**src/rtl/core/bbe_pkg.sv**
```systemverilog
// Shared types, constants and the averaging divider for the 3x3 edge-normalised box blur.
package bbe_pkg;

    // Frame limits and derived widths
    localparam int MAX_WIDTH  = 4096;
    localparam int MAX_HEIGHT = 4096;
    localparam int DIM_W      = 13;
    localparam int COL_W      = $clog2(MAX_WIDTH);
    localparam int ROW_W      = $clog2(MAX_HEIGHT + 1);
    localparam int OROW_W     = $clog2(MAX_HEIGHT);
    localparam int CFG_IDX_W  = 2;

    // Sum widths: one column of three pixels, then three columns
    localparam int COLSUM_W   = 10;
    localparam int SUM_W      = 12;

    // Reciprocals for truncating division, exact for sums up to 9 * 255
    localparam int RECIP_W     = 14;
    localparam int RECIP_SHIFT = 16;
    localparam logic [RECIP_W-1:0] RECIP_6 = RECIP_W'(10923);
    localparam logic [RECIP_W-1:0] RECIP_9 = RECIP_W'(7282);

    // Configuration register indexes
    localparam logic [CFG_IDX_W-1:0] REG_FRAME_WIDTH  = CFG_IDX_W'(0);
    localparam logic [CFG_IDX_W-1:0] REG_FRAME_HEIGHT = CFG_IDX_W'(1);

    typedef struct packed {
        logic [7:0] red;
        logic [7:0] green;
        logic [7:0] blue;
    } rgb_t;

    typedef struct packed {
        logic       operation;
        logic [7:0] in_red;
        logic [7:0] in_green;
        logic [7:0] in_blue;
    } in_item_t;

    typedef struct packed {
        logic [7:0] out_red;
        logic [7:0] out_green;
        logic [7:0] out_blue;
        logic       frame_end;
    } out_item_t;

    // One window column: row above, centre row, row below
    typedef struct packed {
        rgb_t upper;
        rgb_t centre;
        rgb_t lower;
    } column_t;

    // One line store entry: the two rows held for each column
    typedef struct packed {
        rgb_t older;
        rgb_t newer;
    } line_pair_t;

    typedef struct packed {
        logic [COLSUM_W-1:0] red;
        logic [COLSUM_W-1:0] green;
        logic [COLSUM_W-1:0] blue;
    } col_sums_t;

    // Per-item control from the frame counters
    typedef struct packed {
        logic [COL_W-1:0] col;
        logic             in_frame;
        logic             emit;
        logic             top;
        logic             bottom;
        logic             at_left;
        logic             at_right;
        logic             last;
    } item_flags_t;

    typedef enum logic [1:0] {
        DIV_BY_4,
        DIV_BY_6,
        DIV_BY_9
    } divisor_t;

    // Truncating average of a window sum
    function automatic logic [7:0] avg_div(input logic [SUM_W-1:0] sum, input divisor_t div);
        logic [SUM_W+RECIP_W-1:0] prod;
        logic [7:0]               q;
        prod = '0;
        q    = '0;
        unique case (div)
            DIV_BY_4:
            begin
                q = sum[9:2];
            end
            DIV_BY_6:
            begin
                prod = (SUM_W+RECIP_W)'(sum) * (SUM_W+RECIP_W)'(RECIP_6);
                q    = prod[RECIP_SHIFT +: 8];
            end
            DIV_BY_9:
            begin
                prod = (SUM_W+RECIP_W)'(sum) * (SUM_W+RECIP_W)'(RECIP_9);
                q    = prod[RECIP_SHIFT +: 8];
            end
            default:
            begin
                q = '0;
            end
        endcase
        return q;
    endfunction

endpackage

```
**src/rtl/core/bbe_column_cell.sv**
```systemverilog
// One window column cell: holds a column, passes it on, and sums its in-image rows.
module bbe_column_cell (
    input  logic                 clk,
    input  logic                 shift,
    input  bbe_pkg::column_t     col_in,
    input  logic                 top,
    input  logic                 bottom,
    input  logic                 use_col,
    output bbe_pkg::column_t     col_out,
    output bbe_pkg::col_sums_t   sums
);
    import bbe_pkg::*;

    column_t col_reg;

    // Take the neighbour's column on every transaction
    always_ff @(posedge clk)
    begin
        if (shift)
        begin
            col_reg <= col_in;
        end
    end

    // Sum the rows that lie inside the image
    always_comb
    begin
        sums = '0;
        if (use_col)
        begin
            sums.red   = COLSUM_W'(col_reg.centre.red);
            sums.green = COLSUM_W'(col_reg.centre.green);
            sums.blue  = COLSUM_W'(col_reg.centre.blue);
            if (top)
            begin
                sums.red   = sums.red   + COLSUM_W'(col_reg.upper.red);
                sums.green = sums.green + COLSUM_W'(col_reg.upper.green);
                sums.blue  = sums.blue  + COLSUM_W'(col_reg.upper.blue);
            end
            if (bottom)
            begin
                sums.red   = sums.red   + COLSUM_W'(col_reg.lower.red);
                sums.green = sums.green + COLSUM_W'(col_reg.lower.green);
                sums.blue  = sums.blue  + COLSUM_W'(col_reg.lower.blue);
            end
        end
    end

    assign col_out = col_reg;

endmodule

```
**config.mk**
```make
export PLATFORM = sky130hd
export DESIGN_NAME = bbe_column_cell
export DESIGN_NICKNAME = d
export VERILOG_FILES = /design/src/rtl/core/bbe_pkg.sv /design/src/rtl/core/bbe_column_cell.sv
export SDC_FILE = /design/constraint.sdc
export NUM_CORES = 1
export LEC_CHECK = 0
export BUFFER_PORTS_ARGS = -buffer_cell sky130_fd_sc_hd__buf_4
export CORE_MARGIN = 3
export CORE_UTILIZATION = 48
export CTS_BUF_LIST = sky130_fd_sc_hd__clkbuf_4 sky130_fd_sc_hd__clkbuf_8
export CTS_CLUSTER_SIZE = 20
export DETAILED_ROUTE_END_ITERATION = 10
export PLACE_DENSITY_LB_ADDON = 0.05
export SLEW_MARGIN = 20
export SYNTH_ARGS = -nofsm -noshare
export SYNTH_HDL_FRONTEND = slang
export SYNTH_SLANG_ARGS = --single-unit
```
**constraint.sdc**
```tcl
create_clock -name clk -period 3.81 [get_ports clk]
set_clock_uncertainty 0.05 [all_clocks]
set_input_delay 0.381 -clock clk [delete_from_list [all_inputs] [get_ports clk]]
set_output_delay 0.381 -clock clk [all_outputs]
set_load 0.02 [all_outputs]
```
# ---- After elaboration in Yosys (flattened, before gate mapping)
# Index checks and enable logic that the tools add are counted.
dict set report word_totals {
  regBits 72
  out_inout_bits 102
}
dict set report classes {
  n_addsub 6
  n_mux 4
}
# cell count
set op_table {}
lappend op_table {{$mux 30} 3}
lappend op_table {{$add 10x8->10} 3}
lappend op_table {{$mux 29} 1}
lappend op_table {{$add 8x8->9} 3}

# ---- Depth between registers and ports, before layout
dict set report logic_depth {
  depth_word 6
  depth_mapped 14
  mapped_depth_nobuf 14
}

# ---- Worst setup path before layout
# OpenSTA, ideal clock, no wires.
dict set report synth_path {
  path_type {flip-flop to output port}
  from {register col_reg (netlist bit col_out[40])}
  to {output port sums[27] in the netlist's numbering}
  n_path_buf 0
  t_arrival_ps 3157
  stages_incl_launch_ff 14
  setup_slack_ps 222
  required_ps 3379
  path_cell_list {edfxtp_1 ha_1 inv_1 fa_1 nand2_1 o21ai_0 inv_1 ha_1 a211oi_1 o21bai_1 a21oi_1 a21oi_1 xnor2_1 a211oi_1}
}
# item line_no
set synth_lines {}
lappend synth_lines {{from (decl)} bbe_column_cell.sv:14} ;# column_t col_reg;
lappend synth_lines {{from (signal assigned)} bbe_column_cell.sv:21} ;# col_reg <= col_in;
lappend synth_lines {{to (decl)} bbe_column_cell.sv:10} ;# output bbe_pkg::col_sums_t sums

==> flow_summary_export.csv <==
group,metric,value,unit
grt,antenna_found_initial,0,
clock_tree,cts_buffer_depth,2,
timing,setup_viol,1,
routing,ant_nets,0,
timing,holdWs,0.129,ns
synthesis,yosysMostFrequentCell,"edfxtp_1",
synthesis,yosys_warnings,0,
clock_tree,cts.sinks,72,
die,row_count,35,
timing,fmax,0.261,GHz
synthesis,syn_nets,560,
synthesis,synth_commonest_cells,"edfxtp_1, ha_1, nor2_1, o21ai_0, a21oi_1",
critical_path,crit_path_end_kind,"output port",
timing,final-hold-violation-count,0,
synthesis,synthArstFlopShare,0,
worst_hold_path,hold_depth,1,
place,dp_cells,726,
synthesis,postSynthCellCount,428,
cells_and_area,largest_reg_flops,72,
timing,period_minus_slack,3.82,ns
synthesis,ys_seq_area_frac,0.453,
timing,slew_headroom,0.398,
synthesis,ys.flop_type,"edfxtp_1",
clock_tree,clkSlewWorstSetupHoldPaths,0.09,ns
place,place_ws,0.179,ns
die,start_util,0.504,
clock_tree,holdBufCountCts,0,
die,coreArea,9460,um2
timing,finalCritPeriodShare,1.00,
routing,dr.pass1.iters,4,
clock_tree,root_buffer,"clkbuf_8",
cells_and_area,synthToLayoutAreaGrowth,47.7,%
worst_hold_path,hold_path_class,"in -> reg",
grt,grt_pass1_vias,4077,
synthesis,avgSynthCellArea,11.1,um2
routing,vias,4215,
routing,route.detailed.drc,0,
place,dp_hpwl,9310,um
job,cap_viol_max_count,0,
cells_and_area,post-route-util,0.745,
cells_and_area,drive_above_1_share,0.493,
pwr,leakage,2.96,nW
routing,post_drt_wl_per_cell,17.6,um
synthesis,synth_seq_cells,72,
synthesis,synth_area,4770,um2
critical_path,startpoint_type,"register",
timing,drv_slew,0,
synthesis,synth_cell_type_count,47,
timing,setup_ws,-0.0146,ns
die,pin_count,179,
synthesis,synth_area_leaders,"edfxtp_1, ha_1, nor2_1, o21ai_0, a211oi_1",
clock_tree,cts_made_buffers,9,
clock_tree,htreeDepth,3,
run_status,violations,"negative setup slack",
place,portBuffers,178,
cells_and_area,diodes,0,
place,place_congestion,0.798,
grt,grt_max_degree,73,
critical_path,crit_fanout,3,
pwr,ir_drop,0.294,mV
cells_and_area,nets,762,
die,chipHeight,106,um
grt,grt_pass1_wl,20000,um
synthesis,synth_largest_area_cell,"edfxtp_1",
routing,wl,13500,um
worst_hold_path,worstHoldStart,"col_in[44]",
cells_and_area,finalNonFillerCells,764,
die,die_w,106,um
worst_hold_path,min_to,"col_out[44]$_DFFE_PP_",
synthesis,synth_top_area_frac,0.453,
die,dieArea,11200,um2
pwr,p_per_area,415,nW/um2
critical_path,worstPathRequired,3.38,ns
critical_path,path_class,"reg -> out",
clock_tree,cts_tree,"built",
run_status,outcome,"finished, violations left",
timing,worstMarginPinSlew,0.902,ns
routing,dr.first_iter.drc_count,167,
critical_path,cp_data_arrival_time,3.39,ns
grt,grt-ovfl-total,0,
timing,rsz0062_at_grt,"true",
synthesis,synth_edf_count,72,
grt,grt_use_total,0.228,
routing,avgViaCountPerCell,5.52,
-- metrics by stage --
stage                TNS, ns  power, mW  area [um2]
CTS                 -0.00354       2.75        6600
global placement           0       2.08        6230
global route          -0.778       3.09        7040
floorplan                  0       1.74        4770
detailed placement         0       2.11        6230
finish               -0.0146       2.92        7040
-- worst max-delay path by stage --
| stage | cells after the start | slack, ns | endpoint | start |
|---|---|---|---|---|
| final | 12 | -0.01 | sums[7] | col_out[24]$_DFFE_PP_ |
| after global placement | 13 | 0.26 | sums[7] | col_out[24]$_DFFE_PP_ |
| after floorplan | 13 | 0.22 | sums[27] | col_out[40]$_DFFE_PP_ |
| after detailed placement | 13 | 0.18 | sums[7] | col_out[24]$_DFFE_PP_ |
| after CTS | 13 | -0.004 | sums[7] | col_out[24]$_DFFE_PP_ |
| after global routing | 15 | -0.18 | sums[27] | col_out[40]$_DFFE_PP_ |
-- worst max-delay path, stage by stage (launching register included) --
cell and delay (ns):
edfxtp_1 0.43, ha_2 0.23, inv_2 0.06, fa_2 0.46
a21oi_4 0.22, ha_1 0.29, a211oi_2 0.22, nor2_1 0.09
o21a_1 0.19, o22a_1 0.21, xnor2_1 0.15, a211oi_2 0.27
buf_4 0.20
-- metal layers --
layer  up-vias  routed length [um]  track usage
li1       2039                   -            -
met5         -                   0            0
met2       154                6740        0.386
met4         0                 131       0.0592
met1      2013                5530        0.283
met3         9                1060       0.0704
-- what timing repair did --
| item | CTS | global route |
|---|---|---|
| endpoints found under the setup margin | 10 | 13 |
| gates resized for setup | 34 | 70 |
| setup buffers | 11 | 11 |
| pin swaps | 17 | 36 |
| endpoints found under the hold margin | 0 | 0 |
-- logic make-up (layout without fill, tap and decap cells) --
logic type / Yosys count / count (layout) / synth area share
buffers and inverters: 28 / 235 / 0.0231
AO/OA/AOI/OAI: 146 / 146 / 0.214
XOR/XNOR: 18 / 18 / 0.0331
multiplexers: 13 / 13 / 0.0302
flip-flops: 72 / 72 / 0.453
AND/OR/NAND/NOR: 96 / 96 / 0.0931
adder cells (fa/ha/maj): 55 / 55 / 0.154
-- layout make-up --
class | instances | area, um2
sequential | 72 | 2160
fill | 671 | 2420
clock inverter | 7 | 53.8
multi-input combinational | 328 | 2960
tap | 129 | 161
inverter | 18 | 67.6
timing repair buffer | 201 | 1510
clock buffer | 9 | 124
-- report_power, final --
group | internal [mW] | switching, mW | total (mW)
Clock | 0.242 | 0.330 | 0.571
Combinational | 0.643 | 0.704 | 1.35
Sequential | 0.945 | 0.0564 | 1.00
Total | 1.83 | 1.09 | 2.92
-- cells in the final DEF (no fill, tap or decap), types with 5 or more instances in the layout --
cell type and count:
nand2_1 15, a21oi_2 9, clkbuf_8 9, a21oi_1 15, xnor2_1 14, nor2_1 46, edfxtp_1 72, nor2_2 5
o21ai_1 10, ha_4 16, buf_4 200, inv_1 16, o2bb2ai_1 9, a211oi_2 12, o21ai_0 17, mux2_2 9
a21o_1 13, a211oi_1 10, ha_1 30, o21ai_2 6, o21a_1 11
Power figures use the tool's default switching activity.
