File: src/rtl/core/bbe_pkg.sv
// Shared types, constants and the averaging divider for the 3x3 edge-normalised box blur.
package bbe_pkg;

    // Frame limits and derived widths
    localparam int MAX_WIDTH  = 4096;
    localparam int MAX_HEIGHT = 4096;
    localparam int DIM_W      = 13;
    localparam int COL_W      = $clog2(MAX_WIDTH);
    localparam int ROW_W      = $clog2(MAX_HEIGHT + 1);
    localparam int OROW_W     = $clog2(MAX_HEIGHT);
    localparam int CFG_IDX_W  = 2;

    // Sum widths: one column of three pixels, then three columns
    localparam int COLSUM_W   = 10;
    localparam int SUM_W      = 12;

    // Reciprocals for truncating division, exact for sums up to 9 * 255
    localparam int RECIP_W     = 14;
    localparam int RECIP_SHIFT = 16;
    localparam logic [RECIP_W-1:0] RECIP_6 = RECIP_W'(10923);
    localparam logic [RECIP_W-1:0] RECIP_9 = RECIP_W'(7282);

    // Configuration register indexes
    localparam logic [CFG_IDX_W-1:0] REG_FRAME_WIDTH  = CFG_IDX_W'(0);
    localparam logic [CFG_IDX_W-1:0] REG_FRAME_HEIGHT = CFG_IDX_W'(1);

    typedef struct packed {
        logic [7:0] red;
        logic [7:0] green;
        logic [7:0] blue;
    } rgb_t;

    typedef struct packed {
        logic       operation;
        logic [7:0] in_red;
        logic [7:0] in_green;
        logic [7:0] in_blue;
    } in_item_t;

    typedef struct packed {
        logic [7:0] out_red;
        logic [7:0] out_green;
        logic [7:0] out_blue;
        logic       frame_end;
    } out_item_t;

    // One window column: row above, centre row, row below
    typedef struct packed {
        rgb_t upper;
        rgb_t centre;
        rgb_t lower;
    } column_t;

    // One line store entry: the two rows held for each column
    typedef struct packed {
        rgb_t older;
        rgb_t newer;
    } line_pair_t;

    typedef struct packed {
        logic [COLSUM_W-1:0] red;
        logic [COLSUM_W-1:0] green;
        logic [COLSUM_W-1:0] blue;
    } col_sums_t;

    // Per-item control from the frame counters
    typedef struct packed {
        logic [COL_W-1:0] col;
        logic             in_frame;
        logic             emit;
        logic             top;
        logic             bottom;
        logic             at_left;
        logic             at_right;
        logic             last;
    } item_flags_t;

    typedef enum logic [1:0] {
        DIV_BY_4,
        DIV_BY_6,
        DIV_BY_9
    } divisor_t;

    // Truncating average of a window sum
    function automatic logic [7:0] avg_div(input logic [SUM_W-1:0] sum, input divisor_t div);
        logic [SUM_W+RECIP_W-1:0] prod;
        logic [7:0]               q;
        prod = '0;
        q    = '0;
        unique case (div)
            DIV_BY_4:
            begin
                q = sum[9:2];
            end
            DIV_BY_6:
            begin
                prod = (SUM_W+RECIP_W)'(sum) * (SUM_W+RECIP_W)'(RECIP_6);
                q    = prod[RECIP_SHIFT +: 8];
            end
            DIV_BY_9:
            begin
                prod = (SUM_W+RECIP_W)'(sum) * (SUM_W+RECIP_W)'(RECIP_9);
                q    = prod[RECIP_SHIFT +: 8];
            end
            default:
            begin
                q = '0;
            end
        endcase
        return q;
    endfunction

endpackage

File: src/rtl/core/bbe_frame_ctrl.sv
// Frame size registers and the input/output position counters.
module bbe_frame_ctrl (
    input  logic                          clk,
    input  logic                          rst_n,
    input  logic                          accept,
    input  logic                          cfg_write,
    input  logic [bbe_pkg::CFG_IDX_W-1:0] cfg_index,
    input  logic [bbe_pkg::DIM_W-1:0]     cfg_data,
    output bbe_pkg::item_flags_t          flags
);
    import bbe_pkg::*;

    logic [DIM_W-1:0]  frame_width_reg, frame_width_next;
    logic [DIM_W-1:0]  frame_height_reg, frame_height_next;
    logic [COL_W-1:0]  in_column_reg, in_column_next;
    logic [ROW_W-1:0]  in_row_reg, in_row_next;
    logic [COL_W-1:0]  out_column_reg, out_column_next;
    logic [OROW_W-1:0] out_row_reg, out_row_next;

    logic [DIM_W-1:0]  w;
    logic [DIM_W-1:0]  h;
    logic [DIM_W-1:0]  col_inc;
    logic [DIM_W-1:0]  out_col_inc;
    logic [DIM_W-1:0]  out_row_inc;

    // Clamp the frame size to the supported range
    always_comb
    begin
        if (frame_width_reg < DIM_W'(2))
            w = DIM_W'(2);
        else if (frame_width_reg > DIM_W'(MAX_WIDTH))
            w = DIM_W'(MAX_WIDTH);
        else
            w = frame_width_reg;
        if (frame_height_reg < DIM_W'(2))
            h = DIM_W'(2);
        else if (frame_height_reg > DIM_W'(MAX_HEIGHT))
            h = DIM_W'(MAX_HEIGHT);
        else
            h = frame_height_reg;
    end

    // Classify the current transaction from the counters
    always_comb
    begin
        out_col_inc    = DIM_W'(out_column_reg) + DIM_W'(1);
        out_row_inc    = DIM_W'(out_row_reg) + DIM_W'(1);
        flags.col      = (DIM_W'(in_column_reg) < w) ? in_column_reg : '0;
        flags.in_frame = DIM_W'(in_row_reg) < h;
        flags.emit     = (in_row_reg >= ROW_W'(2)) ||
                         ((in_row_reg == ROW_W'(1)) && (in_column_reg != '0));
        flags.top      = out_row_reg != '0;
        flags.bottom   = out_row_inc < h;
        flags.at_right = out_col_inc >= w;
        flags.at_left  = out_column_reg == '0;
        flags.last     = flags.emit && !flags.bottom && flags.at_right;
        col_inc        = DIM_W'(flags.col) + DIM_W'(1);
    end

    // Advance the counters; restart the frame after its last result or a frame size register write
    always_comb
    begin
        frame_width_next  = frame_width_reg;
        frame_height_next = frame_height_reg;
        in_column_next    = in_column_reg;
        in_row_next       = in_row_reg;
        out_column_next   = out_column_reg;
        out_row_next      = out_row_reg;
        if (cfg_write)
        begin
            if (cfg_index == REG_FRAME_WIDTH)
            begin
                frame_width_next = cfg_data;
                in_column_next   = '0;
                in_row_next      = '0;
                out_column_next  = '0;
                out_row_next     = '0;
            end
            else if (cfg_index == REG_FRAME_HEIGHT)
            begin
                frame_height_next = cfg_data;
                in_column_next    = '0;
                in_row_next       = '0;
                out_column_next   = '0;
                out_row_next      = '0;
            end
        end
        else if (accept)
        begin
            if (col_inc >= w)
            begin
                in_column_next = '0;
                in_row_next    = in_row_reg + ROW_W'(1);
            end
            else
            begin
                in_column_next = col_inc[COL_W-1:0];
            end
            if (flags.emit)
            begin
                if (flags.at_right)
                begin
                    out_column_next = '0;
                    out_row_next    = out_row_inc[OROW_W-1:0];
                end
                else
                begin
                    out_column_next = out_col_inc[COL_W-1:0];
                end
            end
            if (flags.last)
            begin
                in_column_next  = '0;
                in_row_next     = '0;
                out_column_next = '0;
                out_row_next    = '0;
            end
        end
    end

    // Hold the registers
    always_ff @(posedge clk or negedge rst_n)
    begin
        if (!rst_n)
        begin
            frame_width_reg  <= DIM_W'(MAX_WIDTH);
            frame_height_reg <= DIM_W'(MAX_HEIGHT);
            in_column_reg    <= '0;
            in_row_reg       <= '0;
            out_column_reg   <= '0;
            out_row_reg      <= '0;
        end
        else
        begin
            frame_width_reg  <= frame_width_next;
            frame_height_reg <= frame_height_next;
            in_column_reg    <= in_column_next;
            in_row_reg       <= in_row_next;
            out_column_reg   <= out_column_next;
            out_row_reg      <= out_row_next;
        end
    end

endmodule

File: config.mk
export PLATFORM = sky130hd
export DESIGN_NAME = bbe_frame_ctrl
export DESIGN_NICKNAME = d
export VERILOG_FILES = /design/src/rtl/core/bbe_pkg.sv /design/src/rtl/core/bbe_frame_ctrl.sv
export SDC_FILE = /design/constraint.sdc
export NUM_CORES = 1
export LEC_CHECK = 0
export BUFFER_PORTS_ARGS = -buffer_cell sky130_fd_sc_hd__buf_2
export CORE_MARGIN = 1
export CORE_UTILIZATION = 29
export CTS_CLUSTER_DIAMETER = 200
export DETAILED_ROUTE_END_ITERATION = 7
export PLACE_DENSITY_LB_ADDON = 0.08
export SLEW_MARGIN = 20
export SYNTH_ARGS = -nofsm -noshare
export SYNTH_HDL_FRONTEND = slang
export SYNTH_SLANG_ARGS = --single-unit
File: constraint.sdc
create_clock -name clk -period 16.25 [get_ports clk]
set_input_delay 3.25 -clock clk [delete_from_list [all_inputs] [get_ports clk]]
set_output_delay 3.25 -clock clk [all_outputs]
set_load 0.01 [all_outputs]
; Yosys cells after proc, flatten, opt, wreduce, memory -nomap -nowiden
; Index checks and enable logic that the tools add are counted.
[op_classes]
reduce_logical = 19
n_eq_ne = 3
mux = 27
add_sub_neg = 4
n_bitwise = 1
magnitude_cmp = 10
[ops]
columns = op, count
row1 = $mux 12, 17
row2 = $mux 13, 10
row3 = $add 12x1->13 const B, 3
row4 = $ge 13x13->1, 2
row5 = $gt 13x13->1 const B, 2
row6 = $lt 13x13->1, 2
row7 = $lt 13x2->1 const B, 2
row8 = $reduce_bool 12->1, 2
row9 = $add 13x1->13 const B, 1
row10 = $eq 13x1->1 const B, 1
row11 = $ge 13x2->1 const B, 1
row12 = $lt 12x13->1, 1
row13 = $logic_not 12->1, 1
row14 = $reduce_and 3->1, 3
row15 = $reduce_bool 3->1, 3
row16 = $reduce_and 2->1, 2
row17 = $reduce_and 4->1, 1
row18 = $logic_and 1x1->1, 3
row19 = $ne 3x1->1 const B, 1
row20 = $eq 2x1->1 const B, 1
row21 = $logic_not 2->1, 1
row22 = $reduce_bool 2->1, 1
row23 = $logic_not 1->1, 1
row24 = $logic_or 1x1->1, 1
row25 = $not 1->1, 1
[word_totals]
register_bits = 75
out_inout_bits = 19

; Logic depth before layout (Yosys ltp)
[depth]
word_depth = 11
ltp_mapped = 27

; Worst setup path after synthesis
; OpenSTA, ideal clock, no wires.
[synth_timing]
path_kind = register to output
startpoint = register frame_width_reg[2]
endpoint = output port flags[8] (netlist name)
t_arrival_ns = 2.996
path_stages_with_launch = 12
path_slack_ns = 10.004
cell_sequence = dfrtp_1 nor4_1 nand3_1 o21ai_0 nand2_1 ha_1 a21o_1 a2111oi_0 nand2_1 a32oi_1 clkbuf_1 and2_1
[synth_rtl]
columns = item, line_no
row1 = "start, declared", bbe_frame_ctrl.sv:13  ; logic [DIM_W-1:0] frame_width_reg, frame_width_next;
row2 = "start signal, assigned", bbe_frame_ctrl.sv:126  ; frame_width_reg <= DIM_W'(MAX_WIDTH);
row3 = "start signal, assigned", bbe_frame_ctrl.sv:135  ; frame_width_reg <= frame_width_next;
row4 = "end, declared", bbe_frame_ctrl.sv:9  ; output bbe_pkg::item_flags_t flags

==> metrics.md <==
| Metric | Value |
|---|---|
| Status | `completed` |
| Post-layout util | `33.9%` |
| Cell area after synthesis | `5620 um^2` |
| Global-route met1 utilization | `25.7%` |
| Fin. Hold Viols | `0` |
| DIE HEIGHT | `141 um` |
| Row count | `50` |
| Detailed-route via count | `4867` |
| H-tree depth | `3` |
| Core area | `18800 um^2` |
| GRT overflow | `0` |
| Drt drc | `0` |
| Setup TNS | `0 ns` |
| Pin count of the biggest net entering global routing | `76` |
| Die Area | `19900 um^2` |
| WP data required | `13.00 ns` |
| Max clock buf depth | `2` |
| Hold slack | `0.540 ns` |
| Flip-flop and latch count after synthesis | `75` |
| Post-CTS setup buffers | `0` |
| Post-synth EDFFs | `0` |
| I/O pin cnt | `38` |
| Syn Inst Count | `633` |
| Layout area overhead | `13.5%` |
| WL final | `16100 um` |
| Ant diodes | `0` |
| Die span in x | `141 um` |
| Antenna violations before repair | `0` |
| Min Tclk post-route | `7.05 ns` |
| Crit start category | `register` |
| Filler cells | `1992` |
| CP endpoint kind | `output port` |
| Layout cells sized above 1 | `13.0%` |
| Clock transition at path regs | `0.06 ns` |
| Cts repair resizes | `0` |
| Clock tree from TritonCTS | `yes` |
| Post-synth top area cell | `dfrtp_1` |
| Max Freq | `142 MHz` |
| Relative slew slack | `37.2%` |
| Slew Limit Fails | `0` |
| Distinct cell type count after synthesis | `62` |
| Layer carrying the most global-route usage | `met1` |
| Worst skew pair latency | `0.35 ns` |
| Average cell area after synthesis | `8.88 um^2` |
| Commonest non-fill, non-tap cell in the layout | `nand2_1` |
| First-pass GRT wire length | `26400 um` |
| Leak pwr | `3.02 nW` |
| # clock sinks | `75` |
| Starting DRC count in detailed routing | `260` |
| Port Buffers | `37` |
| Starting Density | `29.8%` |
| Unrepaired setup endpoints after global routing | `false` |
| Via/cell ratio | `5.21` |
| ANT nets after route | `0` |
| GR Util All Layers | `17.3%` |
| Worst path arrival time | `3.80 ns` |
| Worst Path Max Fanout | `23` |
| Met2 Usage GRT | `25.0%` |
| # Max-Cap Violations | `0` |
| Hold_buf cts | `0` |
| Post-synth net total | `721` |
| Worst Hold Class | `register to register` |
| Worst clock skew | `0.00950 ns` |
| CTS root buffer | `clkbuf_16` |
| Worst slew pin tran | `0.938 ns` |
| Yosys top cell area share | `32.5%` |
| Num CTS Buffers | `9` |
| Synth Flop Type | `dfrtp_1` |
| Fraction of registers with async set/reset | `100%` |
| Pwr/cell area | `92.6 nW/um^2` |
| Area contributors post-synth | `dfrtp_1 33%, ha_1 15%, o21ai_0 6.8%, nand2_1 5.4%, mux2_2 4.8%` |
| Layout Nets | `759` |
| Sequential share of the synthesized area | `33.5%` |
| Detail Placement HPWL | `12500 um` |
| Peak VDD IR | `0.0570 mV` |
| Routed length per instance | `17.3 um` |
| Final setup viols | `0` |
| Met3 usage | `2.41%` |
| Most frequent cells in the layout | `81 x nand2_1, 76 x o21ai_0, 73 x dfrtp_1` |
| Worst Setup Path Type | `register to output port` |
| Final Cycle Share | `43.4%` |
| Vias in the first global route | `4705` |
| Yosys warnings | `0` |
| RD Place Congestion | `0.842` |
| DR pass1 iterations | `5` |
power breakdown:
part	switching (W)	internal (W)	leakage [nW]
Combinational	0.0000998	0.0000710	1.90
Clock	0.0000818	0.000111	0.132
Sequential	0.0000221	0.000205	0.985
per-stage QoR:
| stage | instances | power, W | area (um^2) | setup slack [ns] |
|---|---|---|---|---|
| final | 935 | 0.000591 | 6380 | 9.20 |
| after global routing | 935 | 0.000634 | 6380 | 8.65 |
| after CTS | 935 | 0.000598 | 6370 | 9.21 |
| after detailed placement | 920 | 0.000402 | 6100 | 9.43 |
| after global placement | 920 | 0.000399 | 6100 | 9.52 |
| after floorplan | 633 | 0.000342 | 5620 | 10.00 |
final cells by class:
| type | count | area [um^2] | area share, % |
|---|---|---|---|
| Multi-Input combinational cell | 527 | 3620 | 56.7 |
| Inverter | 18 | 67.6 | 1.06 |
| Clock buffer | 13 | 260 | 4.08 |
| Tap cell | 260 | 325 | 5.10 |
| Timing Repair Buffer | 40 | 214 | 3.35 |
| Clock inverter | 2 | 12.5 | 0.196 |
| Sequential cell | 75 | 1880 | 29.5 |
per-layer routing:
metal / vias up / part of all wire, %
met1: 2343 / 53
met4: 0 / 1.7
met2: 88 / 42
li1: 2420 / -
met5: - / 0
met3: 16 / 3.7
path summary, 6_finish.rpt:
check | to | depth (start not counted) | from | slack [ns]
setup / recovery | flags[7] | 12 | frame_width_reg[2]$_DFFE_PN0P_ | 9.20
hold / removal | frame_width_reg[8]$_DFFE_PN0P_ | 1 | frame_width_reg[8]$_DFFE_PN0P_ | 0.54
setup reg to reg | in_column_reg[8]$_DFFE_PN0P_ | 26 | frame_width_reg[2]$_DFFE_PN0P_ | 9.37
hold reg to reg | frame_width_reg[8]$_DFFE_PN0P_ | 1 | frame_width_reg[8]$_DFFE_PN0P_ | 0.54
max in group asynchronous | frame_width_reg[11]$_DFFE_PN0P_ | 1 | rst_n | 12.81
min in group asynchronous | in_row_reg[10]$_DFFE_PN0P_ | 1 | rst_n | 2.94
worst max-delay path, cell delays in order, from the launching register on:
cell,delay [ns]
dfrtp_1,0.40
nor4_1,0.30
nand3_1,0.14
o21ai_0,0.50
nand2_1,0.24
ha_1,0.35
a21o_1,0.16
a2111oi_0,0.38
nand2_1,0.10
a32oi_1,0.20
buf_4,0.26
and2_1,0.25
buf_2,0.17
cell families after synthesis:
kind of cell,share of synthesized area [%]
flip-flops,33.5
XOR/XNOR,3.12
adder cells (fa/ha/maj),15.4
buffers and inverters,2.16
AND/OR/NAND/NOR,22.2
multiplexers,4.99
AO/OA/AOI/OAI,18.7
cells in the mapped netlist (15+ instances only):
cell type,instances
a21oi_1,19
inv_1,15
o21ai_0,76
and2_1,15
nand2_1,81
and3_1,19
mux2_2,24
nand2b_1,16
ha_1,69
dfrtp_1,73
nor2_1,39
nand3_1,21
No activity file was read; power rests on OpenSTA's default activity.
